`src/hw/rtl/ksm_pkg.sv`:
```
`timescale 1ns / 1ps
// Shared types, sizes and codes for the k-way sorted stream merger.
// Depends on nothing; used by the top level and its port checker.
package ksm_pkg;

    // Number of input lists and buffered heads per list. Both are powers of two.
    localparam int MAX_LISTS  = 8;
    localparam int FIFO_DEPTH = 8;

    localparam int LIST_W  = $clog2(MAX_LISTS);
    localparam int SLOT_W  = $clog2(FIFO_DEPTH);
    localparam int CNT_W   = $clog2(FIFO_DEPTH + 1);
    localparam int LIVE_W  = $clog2(MAX_LISTS + 1);
    localparam int ADDR_W  = LIST_W + SLOT_W;
    localparam int MEM_DEPTH = MAX_LISTS * FIFO_DEPTH;
    localparam int DATA_W  = 32;
    localparam int CFG_W   = 4;

    // Item kinds.
    localparam logic KIND_PUSH  = 1'b0;
    localparam logic KIND_CLOSE = 1'b1;

    // Result status codes.
    localparam logic [1:0] ST_MERGED     = 2'd0;
    localparam logic [1:0] ST_DROP_FULL  = 2'd1;
    localparam logic [1:0] ST_DROP_CLOSE = 2'd2;
    localparam logic [1:0] ST_EMPTY_DONE = 2'd3;

    // Reset value of the active list count.
    localparam logic [CFG_W-1:0] ACTIVE_RESET = CFG_W'(MAX_LISTS);

    // Sequencer states.
    typedef enum logic [1:0] {
        S_IDLE,
        S_PICK,
        S_WAIT
    } ksm_state_t;

    // One candidate head in the minimum search.
    typedef struct packed {
        logic              ok;
        logic [LIST_W-1:0] idx;
        logic [DATA_W-1:0] val;
    } ksm_cand_t;

    // Keeps the smaller valid head; on a tie the left (lower index) side wins.
    function automatic ksm_cand_t ksm_min(input ksm_cand_t a, input ksm_cand_t b);
        ksm_cand_t r;
        if (a.ok && (!b.ok || ($signed(a.val) <= $signed(b.val))))
        begin
            r = a;
        end
        else
        begin
            r = b;
        end
        return r;
    endfunction

endpackage

```
`src/hw/rtl/kway_sorted_stream_merger.sv`:
```
`timescale 1ns / 1ps
// Flow: a push or close is taken in S_IDLE and the head check follows next, in S_PICK;
// each merged element then passes S_PICK (minimum select) and, unless it ends the run,
// S_WAIT (head refill from the RAM). A dropped push leaves the block in S_IDLE; any other
// item stalls input until S_IDLE is back; S_PICK emits nothing while a result is stalled.
// Drops are reported at the accept edge. Reset (rst_n, asynchronous) clears counts, closed
// flags, state and the output valid flag at once; the head RAM needs no clearing pass.
// Depends on ksm_pkg.
module kway_sorted_stream_merger (
    input  logic                                clk,
    input  logic                                rst_n,
    // Input item channel.
    input  logic                                in_valid,
    output logic                                in_stall,
    input  logic                                kind,
    input  logic [ksm_pkg::LIST_W-1:0]          list_index,
    input  logic signed [ksm_pkg::DATA_W-1:0]   element_value,
    // Result channel.
    output logic                                out_valid,
    input  logic                                out_stall,
    output logic signed [ksm_pkg::DATA_W-1:0]   merged_value,
    output logic [ksm_pkg::LIST_W-1:0]          source_list,
    output logic [1:0]                          status,
    output logic                                merge_done,
    output logic                                last_of_run,
    // Configuration write channel.
    input  logic                                cfg_valid,
    output logic                                cfg_ready,
    input  logic [ksm_pkg::CFG_W-1:0]           cfg_data
);

    localparam int NL = ksm_pkg::MAX_LISTS;

    ksm_pkg::ksm_state_t state_reg, state_next;

    logic [ksm_pkg::CFG_W-1:0]  active_reg;
    logic [ksm_pkg::CNT_W-1:0]  fill_reg [NL];
    logic [ksm_pkg::SLOT_W-1:0] slot_reg [NL];
    logic [NL-1:0]              closed_reg;
    logic [ksm_pkg::DATA_W-1:0] head_reg [NL];
    logic [ksm_pkg::LIST_W-1:0] li_reg;
    logic [ksm_pkg::LIST_W-1:0] best_reg;

    // Head RAM: one FIFO body per list.
    logic [ksm_pkg::DATA_W-1:0] head_mem [ksm_pkg::MEM_DEPTH];
    logic [ksm_pkg::DATA_W-1:0] mem_rdata_reg;
    logic                       mem_we;
    logic [ksm_pkg::ADDR_W-1:0] mem_waddr;
    logic [ksm_pkg::ADDR_W-1:0] mem_raddr;

    // Output register.
    logic                       out_valid_reg;
    logic [ksm_pkg::DATA_W-1:0] out_value_reg;
    logic [ksm_pkg::LIST_W-1:0] out_src_reg;
    logic [1:0]                 out_status_reg;
    logic                       out_done_reg;
    logic                       out_last_reg;

    logic                       in_accept;
    logic                       out_free;
    logic [ksm_pkg::LIVE_W-1:0] live_n;
    logic [NL-1:0]              active_mask;
    logic                       usable;
    logic                       push_full;
    logic                       drop;
    logic [ksm_pkg::SLOT_W-1:0] wr_slot;

    ksm_pkg::ksm_cand_t         tree [2*NL];
    ksm_pkg::ksm_cand_t         best;
    logic                       any_head;
    logic                       starved;
    logic                       any_after;
    logic                       starved_after;
    logic                       done_after;

    logic                       emit;
    logic                       emit_last;
    logic                       finish_empty;
    logic                       clear_all;

    // Active list count, clamped to 1..MAX_LISTS.
    always_comb
    begin
        if (active_reg == '0)
        begin
            live_n = ksm_pkg::LIVE_W'(1);
        end
        else if (ksm_pkg::LIVE_W'(active_reg) > ksm_pkg::LIVE_W'(NL))
        begin
            live_n = ksm_pkg::LIVE_W'(NL);
        end
        else
        begin
            live_n = ksm_pkg::LIVE_W'(active_reg);
        end
        for (int i = 0; i < NL; i++)
        begin
            active_mask[i] = ksm_pkg::LIVE_W'(i) < live_n;
        end
    end

    // Input handshake and drop decision.
    assign out_free  = !out_valid_reg || !out_stall;
    assign in_stall  = (state_reg != ksm_pkg::S_IDLE) || !out_free;
    assign in_accept = in_valid && !in_stall;
    assign usable    = active_mask[list_index] && !closed_reg[list_index];
    assign push_full = fill_reg[list_index] >= ksm_pkg::CNT_W'(ksm_pkg::FIFO_DEPTH);
    assign drop      = (kind == ksm_pkg::KIND_PUSH) && (!usable || push_full);
    assign wr_slot   = slot_reg[list_index] + ksm_pkg::SLOT_W'(fill_reg[list_index]);

    // Minimum search over the cached heads as a binary tree, leaves at NL..2*NL-1.
    always_comb
    begin
        tree[0] = '0;
        for (int i = 0; i < NL; i++)
        begin
            tree[NL+i].ok  = active_mask[i] && (fill_reg[i] != '0);
            tree[NL+i].idx = ksm_pkg::LIST_W'(i);
            tree[NL+i].val = head_reg[i];
        end
        for (int n = NL - 1; n >= 1; n--)
        begin
            tree[n] = ksm_pkg::ksm_min(tree[2*n], tree[2*n+1]);
        end
        best = tree[1];
    end

    // List status now and after popping the selected head.
    always_comb
    begin
        logic [ksm_pkg::CNT_W-1:0] f;
        any_head      = 1'b0;
        starved       = 1'b0;
        any_after     = 1'b0;
        starved_after = 1'b0;
        done_after    = 1'b1;
        for (int i = 0; i < NL; i++)
        begin
            f = fill_reg[i];
            if (best.ok && (best.idx == ksm_pkg::LIST_W'(i)))
            begin
                f = fill_reg[i] - ksm_pkg::CNT_W'(1);
            end
            if (active_mask[i])
            begin
                if (fill_reg[i] != '0)
                begin
                    any_head = 1'b1;
                end
                else if (!closed_reg[i])
                begin
                    starved = 1'b1;
                end
                if (f != '0)
                begin
                    any_after  = 1'b1;
                    done_after = 1'b0;
                end
                else if (!closed_reg[i])
                begin
                    starved_after = 1'b1;
                end
                if (!closed_reg[i])
                begin
                    done_after = 1'b0;
                end
            end
        end
    end

    // Sequencer: next state.
    always_comb
    begin
        state_next = state_reg;
        case (state_reg)
            ksm_pkg::S_IDLE:
            begin
                if (in_accept && !drop)
                begin
                    state_next = ksm_pkg::S_PICK;
                end
            end
            ksm_pkg::S_PICK:
            begin
                if (starved)
                begin
                    state_next = ksm_pkg::S_IDLE;
                end
                else if (out_free)
                begin
                    if (!any_head || emit_last)
                    begin
                        state_next = ksm_pkg::S_IDLE;
                    end
                    else
                    begin
                        state_next = ksm_pkg::S_WAIT;
                    end
                end
            end
            ksm_pkg::S_WAIT:
            begin
                state_next = ksm_pkg::S_PICK;
            end
            default:
            begin
                state_next = ksm_pkg::S_IDLE;
            end
        endcase
    end

    // Sequencer: control outputs.
    always_comb
    begin
        emit         = 1'b0;
        finish_empty = 1'b0;
        case (state_reg)
            ksm_pkg::S_PICK:
            begin
                emit         = !starved && any_head && out_free;
                finish_empty = !starved && !any_head && out_free;
            end
            default:
            begin
                emit         = 1'b0;
                finish_empty = 1'b0;
            end
        endcase
        emit_last = emit && (starved_after || !any_after);
        clear_all = finish_empty || (emit_last && done_after);
    end

    // RAM port control: writes on a push, reads the next head of the popped list.
    assign mem_we    = in_accept && !drop && (kind == ksm_pkg::KIND_PUSH);
    assign mem_waddr = {list_index, wr_slot};
    assign mem_raddr = {best.idx, slot_reg[best.idx] + ksm_pkg::SLOT_W'(1)};

    // Head RAM with registered read data.
    always_ff @(posedge clk)
    begin
        if (mem_we)
        begin
            head_mem[mem_waddr] <= element_value;
        end
        mem_rdata_reg <= head_mem[mem_raddr];
    end

    // Sequencer state and configuration register.
    always_ff @(posedge clk or negedge rst_n)
    begin
        if (!rst_n)
        begin
            state_reg  <= ksm_pkg::S_IDLE;
            active_reg <= ksm_pkg::ACTIVE_RESET;
        end
        else
        begin
            state_reg <= state_next;
            if (cfg_valid && cfg_ready)
            begin
                active_reg <= cfg_data;
            end
        end
    end

    assign cfg_ready = 1'b1;

    // Per-list bookkeeping: fill counts, read slots and closed flags.
    always_ff @(posedge clk or negedge rst_n)
    begin
        if (!rst_n)
        begin
            for (int i = 0; i < NL; i++)
            begin
                fill_reg[i] <= '0;
                slot_reg[i] <= '0;
            end
            closed_reg <= '0;
        end
        else if (clear_all)
        begin
            for (int i = 0; i < NL; i++)
            begin
                fill_reg[i] <= '0;
                slot_reg[i] <= '0;
            end
            closed_reg <= '0;
        end
        else if (emit)
        begin
            fill_reg[best.idx] <= fill_reg[best.idx] - ksm_pkg::CNT_W'(1);
            slot_reg[best.idx] <= slot_reg[best.idx] + ksm_pkg::SLOT_W'(1);
        end
        else if (in_accept && !drop)
        begin
            if (kind == ksm_pkg::KIND_PUSH)
            begin
                fill_reg[list_index] <= fill_reg[list_index] + ksm_pkg::CNT_W'(1);
            end
            else if (usable)
            begin
                closed_reg[list_index] <= 1'b1;
            end
        end
    end

    // Cached heads: loaded directly on a push into an empty list, refilled from the RAM
    // in S_WAIT after a pop that leaves entries behind and does not end the run.
    always_ff @(posedge clk)
    begin
        if (mem_we && (fill_reg[list_index] == '0))
        begin
            head_reg[list_index] <= element_value;
        end
        else if ((state_reg == ksm_pkg::S_WAIT) && (fill_reg[best_reg] != '0))
        begin
            head_reg[best_reg] <= mem_rdata_reg;
        end
        if (in_accept)
        begin
            li_reg <= list_index;
        end
        if (emit)
        begin
            best_reg <= best.idx;
        end
    end

    // Output register valid.
    always_ff @(posedge clk or negedge rst_n)
    begin
        if (!rst_n)
        begin
            out_valid_reg <= 1'b0;
        end
        else if ((in_accept && drop) || emit || finish_empty)
        begin
            out_valid_reg <= 1'b1;
        end
        else if (!out_stall)
        begin
            out_valid_reg <= 1'b0;
        end
    end

    // Output register payload.
    always_ff @(posedge clk)
    begin
        if (in_accept && drop)
        begin
            out_value_reg  <= element_value;
            out_src_reg    <= list_index;
            out_status_reg <= usable ? ksm_pkg::ST_DROP_FULL : ksm_pkg::ST_DROP_CLOSE;
            out_done_reg   <= 1'b0;
            out_last_reg   <= 1'b1;
        end
        else if (emit)
        begin
            out_value_reg  <= best.val;
            out_src_reg    <= best.idx;
            out_status_reg <= ksm_pkg::ST_MERGED;
            out_done_reg   <= emit_last && done_after;
            out_last_reg   <= emit_last;
        end
        else if (finish_empty)
        begin
            out_value_reg  <= '0;
            out_src_reg    <= li_reg;
            out_status_reg <= ksm_pkg::ST_EMPTY_DONE;
            out_done_reg   <= 1'b1;
            out_last_reg   <= 1'b1;
        end
    end

    assign out_valid    = out_valid_reg;
    assign merged_value = out_value_reg;
    assign source_list  = out_src_reg;
    assign status       = out_status_reg;
    assign merge_done   = out_done_reg;
    assign last_of_run  = out_last_reg;

endmodule

```
`config.mk`:
```
export PLATFORM = sky130hd
export DESIGN_NAME = kway_sorted_stream_merger
export DESIGN_NICKNAME = d
export VERILOG_FILES = /design/src/hw/rtl/ksm_pkg.sv /design/src/hw/rtl/kway_sorted_stream_merger.sv
export SDC_FILE = /design/constraint.sdc
export NUM_CORES = 2
export LEC_CHECK = 0
export BUFFER_PORTS_ARGS = -buffer_cell sky130_fd_sc_hd__buf_2
export CAP_MARGIN = 20
export CORE_MARGIN = 2
export CORE_UTILIZATION = 40
export DETAILED_ROUTE_END_ITERATION = 10
export SYNTH_ARGS = -nofsm -noshare
export SYNTH_HDL_FRONTEND = slang
export SYNTH_SLANG_ARGS = --single-unit
```
`constraint.sdc`:
```
create_clock -name clk -period 20.6 [get_ports clk]
set_input_delay 4.12 -clock clk [delete_from_list [all_inputs] [get_ports clk]]
set_output_delay 4.12 -clock clk [all_outputs]
set_load 0.02 [all_outputs]
```
==> metrics.txt <==
global placer's final weighted congestion=0.934; Cells after DPL=9017; vias in the first global route=55300; Initial Utilization=40.1%; setup bufs post-CTS=0; CP Launch Type=flip-flop; vias per inst=5.90; clk buf depth=3; cell with the most instances after synthesis=edfxtp_1; clock slew at reported path FFs=0.06 ns; synth cell count leaders=2347 x edfxtp_1, 519 x mux4_2, 308 x a21oi_1; die width=509 µm; Fmax achieved=0.0658 GHz; CP Max Fanout=between 80 and 90; endpoints failing setup=0; CTS tree=built; storage element area=between 0.07 and 0.08 mm²; Critical-path top delay cell=ha_4; Post-DP HPWL=179000 µm; DRC=0; CP peak stage delay=roughly 0.75 ns; status=complete, no violations; first-pass GRT wire length=a little over 400000 µm; H-tree Lvls=4; root buffer cell=clkbuf_16; yosys warns=0; # port buffers=85; initial antenna violation count=17; RSZ-0062 raised after global routing=no; post-synth cell types=87; DR pass1 iterations=5; ranking of synthesized cells by area=edfxtp_1 69%, mux4_2 11%, ha_1 3.0%, dfrtp_1 1.7%, a21oi_1 1.5%; Routed WL=291000 µm; largest net degree at the start of global routing=119; GR Overflow Total=0; worst min-delay path class=flip-flop to flip-flop; Max-Cap Viols=0; drt wl/cell=30.7 µm; Tot GR Track Use=22.3%; core area=0.254 mm²; syn nets=between 5000 and 6000; Fill cells=between 20000 and 25000; share of cells above drive strength 1=21.2%; worst setup margin=around 5.4 ns; Fin. Hold Viols=0; # IOs=slightly below 90; CP Data Arrival Time=15.98 ns; Netlist Area Pre-Place=~0.10 mm²; Syn Inst Count=5670; actual slew at the worst max-slew pin=1.12 ns; critical path capture point type=flip-flop; TritonCTS Buffers=around 240; Yosys top cell area share=roughly 70%; Final Critical Period=15.20 ns; number of synthesized flops with an enable pin=2347; FFs w/ async S/R, synth=2.90%; Synth Area per Inst=~18 µm²; Most common cell on crit path=buf_4; DIE AREA=0.259 mm²; row count=185; Multi-input gate area=0.0274 mm²; clk_skew=roughly 0.091 ns; register area share after synthesis=71.6%; Synth-to-Final Area Change=13.0%; CTS Hold Bufs=0; max reg flops=2048; worst skew pair latency=about 0.9 ns; Max-slew headroom=between 20% and 30%; sum of negative setup slack=0 ns; Yosys reg bits=approximately 2500; total number of vias=roughly 56000; die span in y=509 µm; WS Path Type=flip-flop to flip-flop; initial DRC count=7054; Final #Nets=6188; DP Worst Slack=5.40 ns; fin. max-slew vios=0; Post-DRT Antenna Nets=0; fin crit share=73.8%; # clock sinks=about 2500; CP required=between 20 and 25 ns; Synth Flop Type=edfxtp_1; post-cts resize count=0; Hold WS=between 0.4 and 0.5 ns; area leader, netlist=edfxtp_1; fin cells=9477
path summary, 6_finish.rpt:
check                                start                 to  slack, ns  cells after the start
max in group asynchronous            rst_n        fill_reg[9]      16.83                      3
hold reg to reg                last_of_run        last_of_run       0.47                      2
min in group asynchronous            rst_n       state_reg[1]       3.19                      2
setup reg to reg           head_reg[2][31]  mem_rdata_reg[24]       5.40                     40
hold / removal                 last_of_run        last_of_run       0.47                      2
setup / recovery           head_reg[2][31]  mem_rdata_reg[24]       5.40                     40
logic make-up (layout without fill, tap and decap cells):
logic type,after synthesis,count (layout),synth area share [%]
AO/OA/AOI/OAI,945,945,5.91
XOR/XNOR,11,11,0.0946
adder cells (fa/ha/maj),244,244,3.01
buffers and inverters,476,910,2.20
flip-flops,2452,2452,71.6
multiplexers,704,704,13.3
other,1,8,0.00368
AND/OR/NAND/NOR,837,837,3.81
worst max-delay path, delay by kind of cell, from the launching register on:
kind / cells / cell delay (ns)
multiplexers: 2 / 0.45
flip-flops: 1 / 0.39
AO/OA/AOI/OAI: 12 / 2.86
buffers and inverters: 7 / 3.64
adder cells (fa/ha/maj): 4 / 1.90
AND/OR/NAND/NOR: 15 / 5.51
final cells by class:
cell class	instances	area share, %
clock buffers	308	5.52
multi-input cells	2742	23.8
diodes	7	0.0152
flip-flops and latches	2452	63.4
clock inverters	138	1.29
well taps	3366	3.66
repair buffers	262	1.66
inverters	202	0.659
placed cells by master, fill, tap and decap left out, types with 11 or more instances in the layout:
master,netlist,routed
a31oi_1,13,13
a21o_1,19,19
clkinv_1,0,39
a2bb2oi_1,18,18
dfxtp_1,34,34
mux4_2,519,519
a221oi_1,20,20
nand3_1,87,84
nand4_1,74,74
nor2_4,0,81
a21oi_1,308,304
dfrtp_1,70,70
inv_1,201,201
o21ai_0,183,183
ha_1,243,242
o22ai_1,51,51
a211oi_1,17,17
a22oi_1,140,140
bufinv_16,0,21
nor3_1,36,32
clkbuf_16,0,240
nor2_1,277,196
and3_1,13,13
o21ai_1,11,11
mux2_2,36,36
a22o_1,27,27
buf_4,31,166
mux2i_1,148,148
clkbuf_1,175,59
clkinv_2,0,52
buf_2,19,85
o211ai_1,24,24
nor2b_1,18,18
edfxtp_1,2347,2347
o22a_1,34,34
and2_1,13,12
nand2_1,242,241
nor4_1,19,19
through the flow:
step           utilization [%]  instance area, µm²
6_report                  45.3              115000
3_3_place_gp              42.2              107000
3_5_place_dp              42.2              107000
2_1_floorplan                -              102000
5_1_grt                   45.3              115000
4_1_cts                   45.3              115000
layer usage:
layer	vias to the layer above	wire [µm]	GRT usage (%)	part of all wire [%]
met5	-	55	0	0.019
met4	8	6770	5.26	2.3
met3	402	23800	4.08	8.2
met2	2442	135000	34.8	46
met1	29500	125000	32.6	43
li1	23500	-	-	-
Power is not shown: default switching activity piles up to over one toggle a cycle in this logic, so the estimate is an artifact.
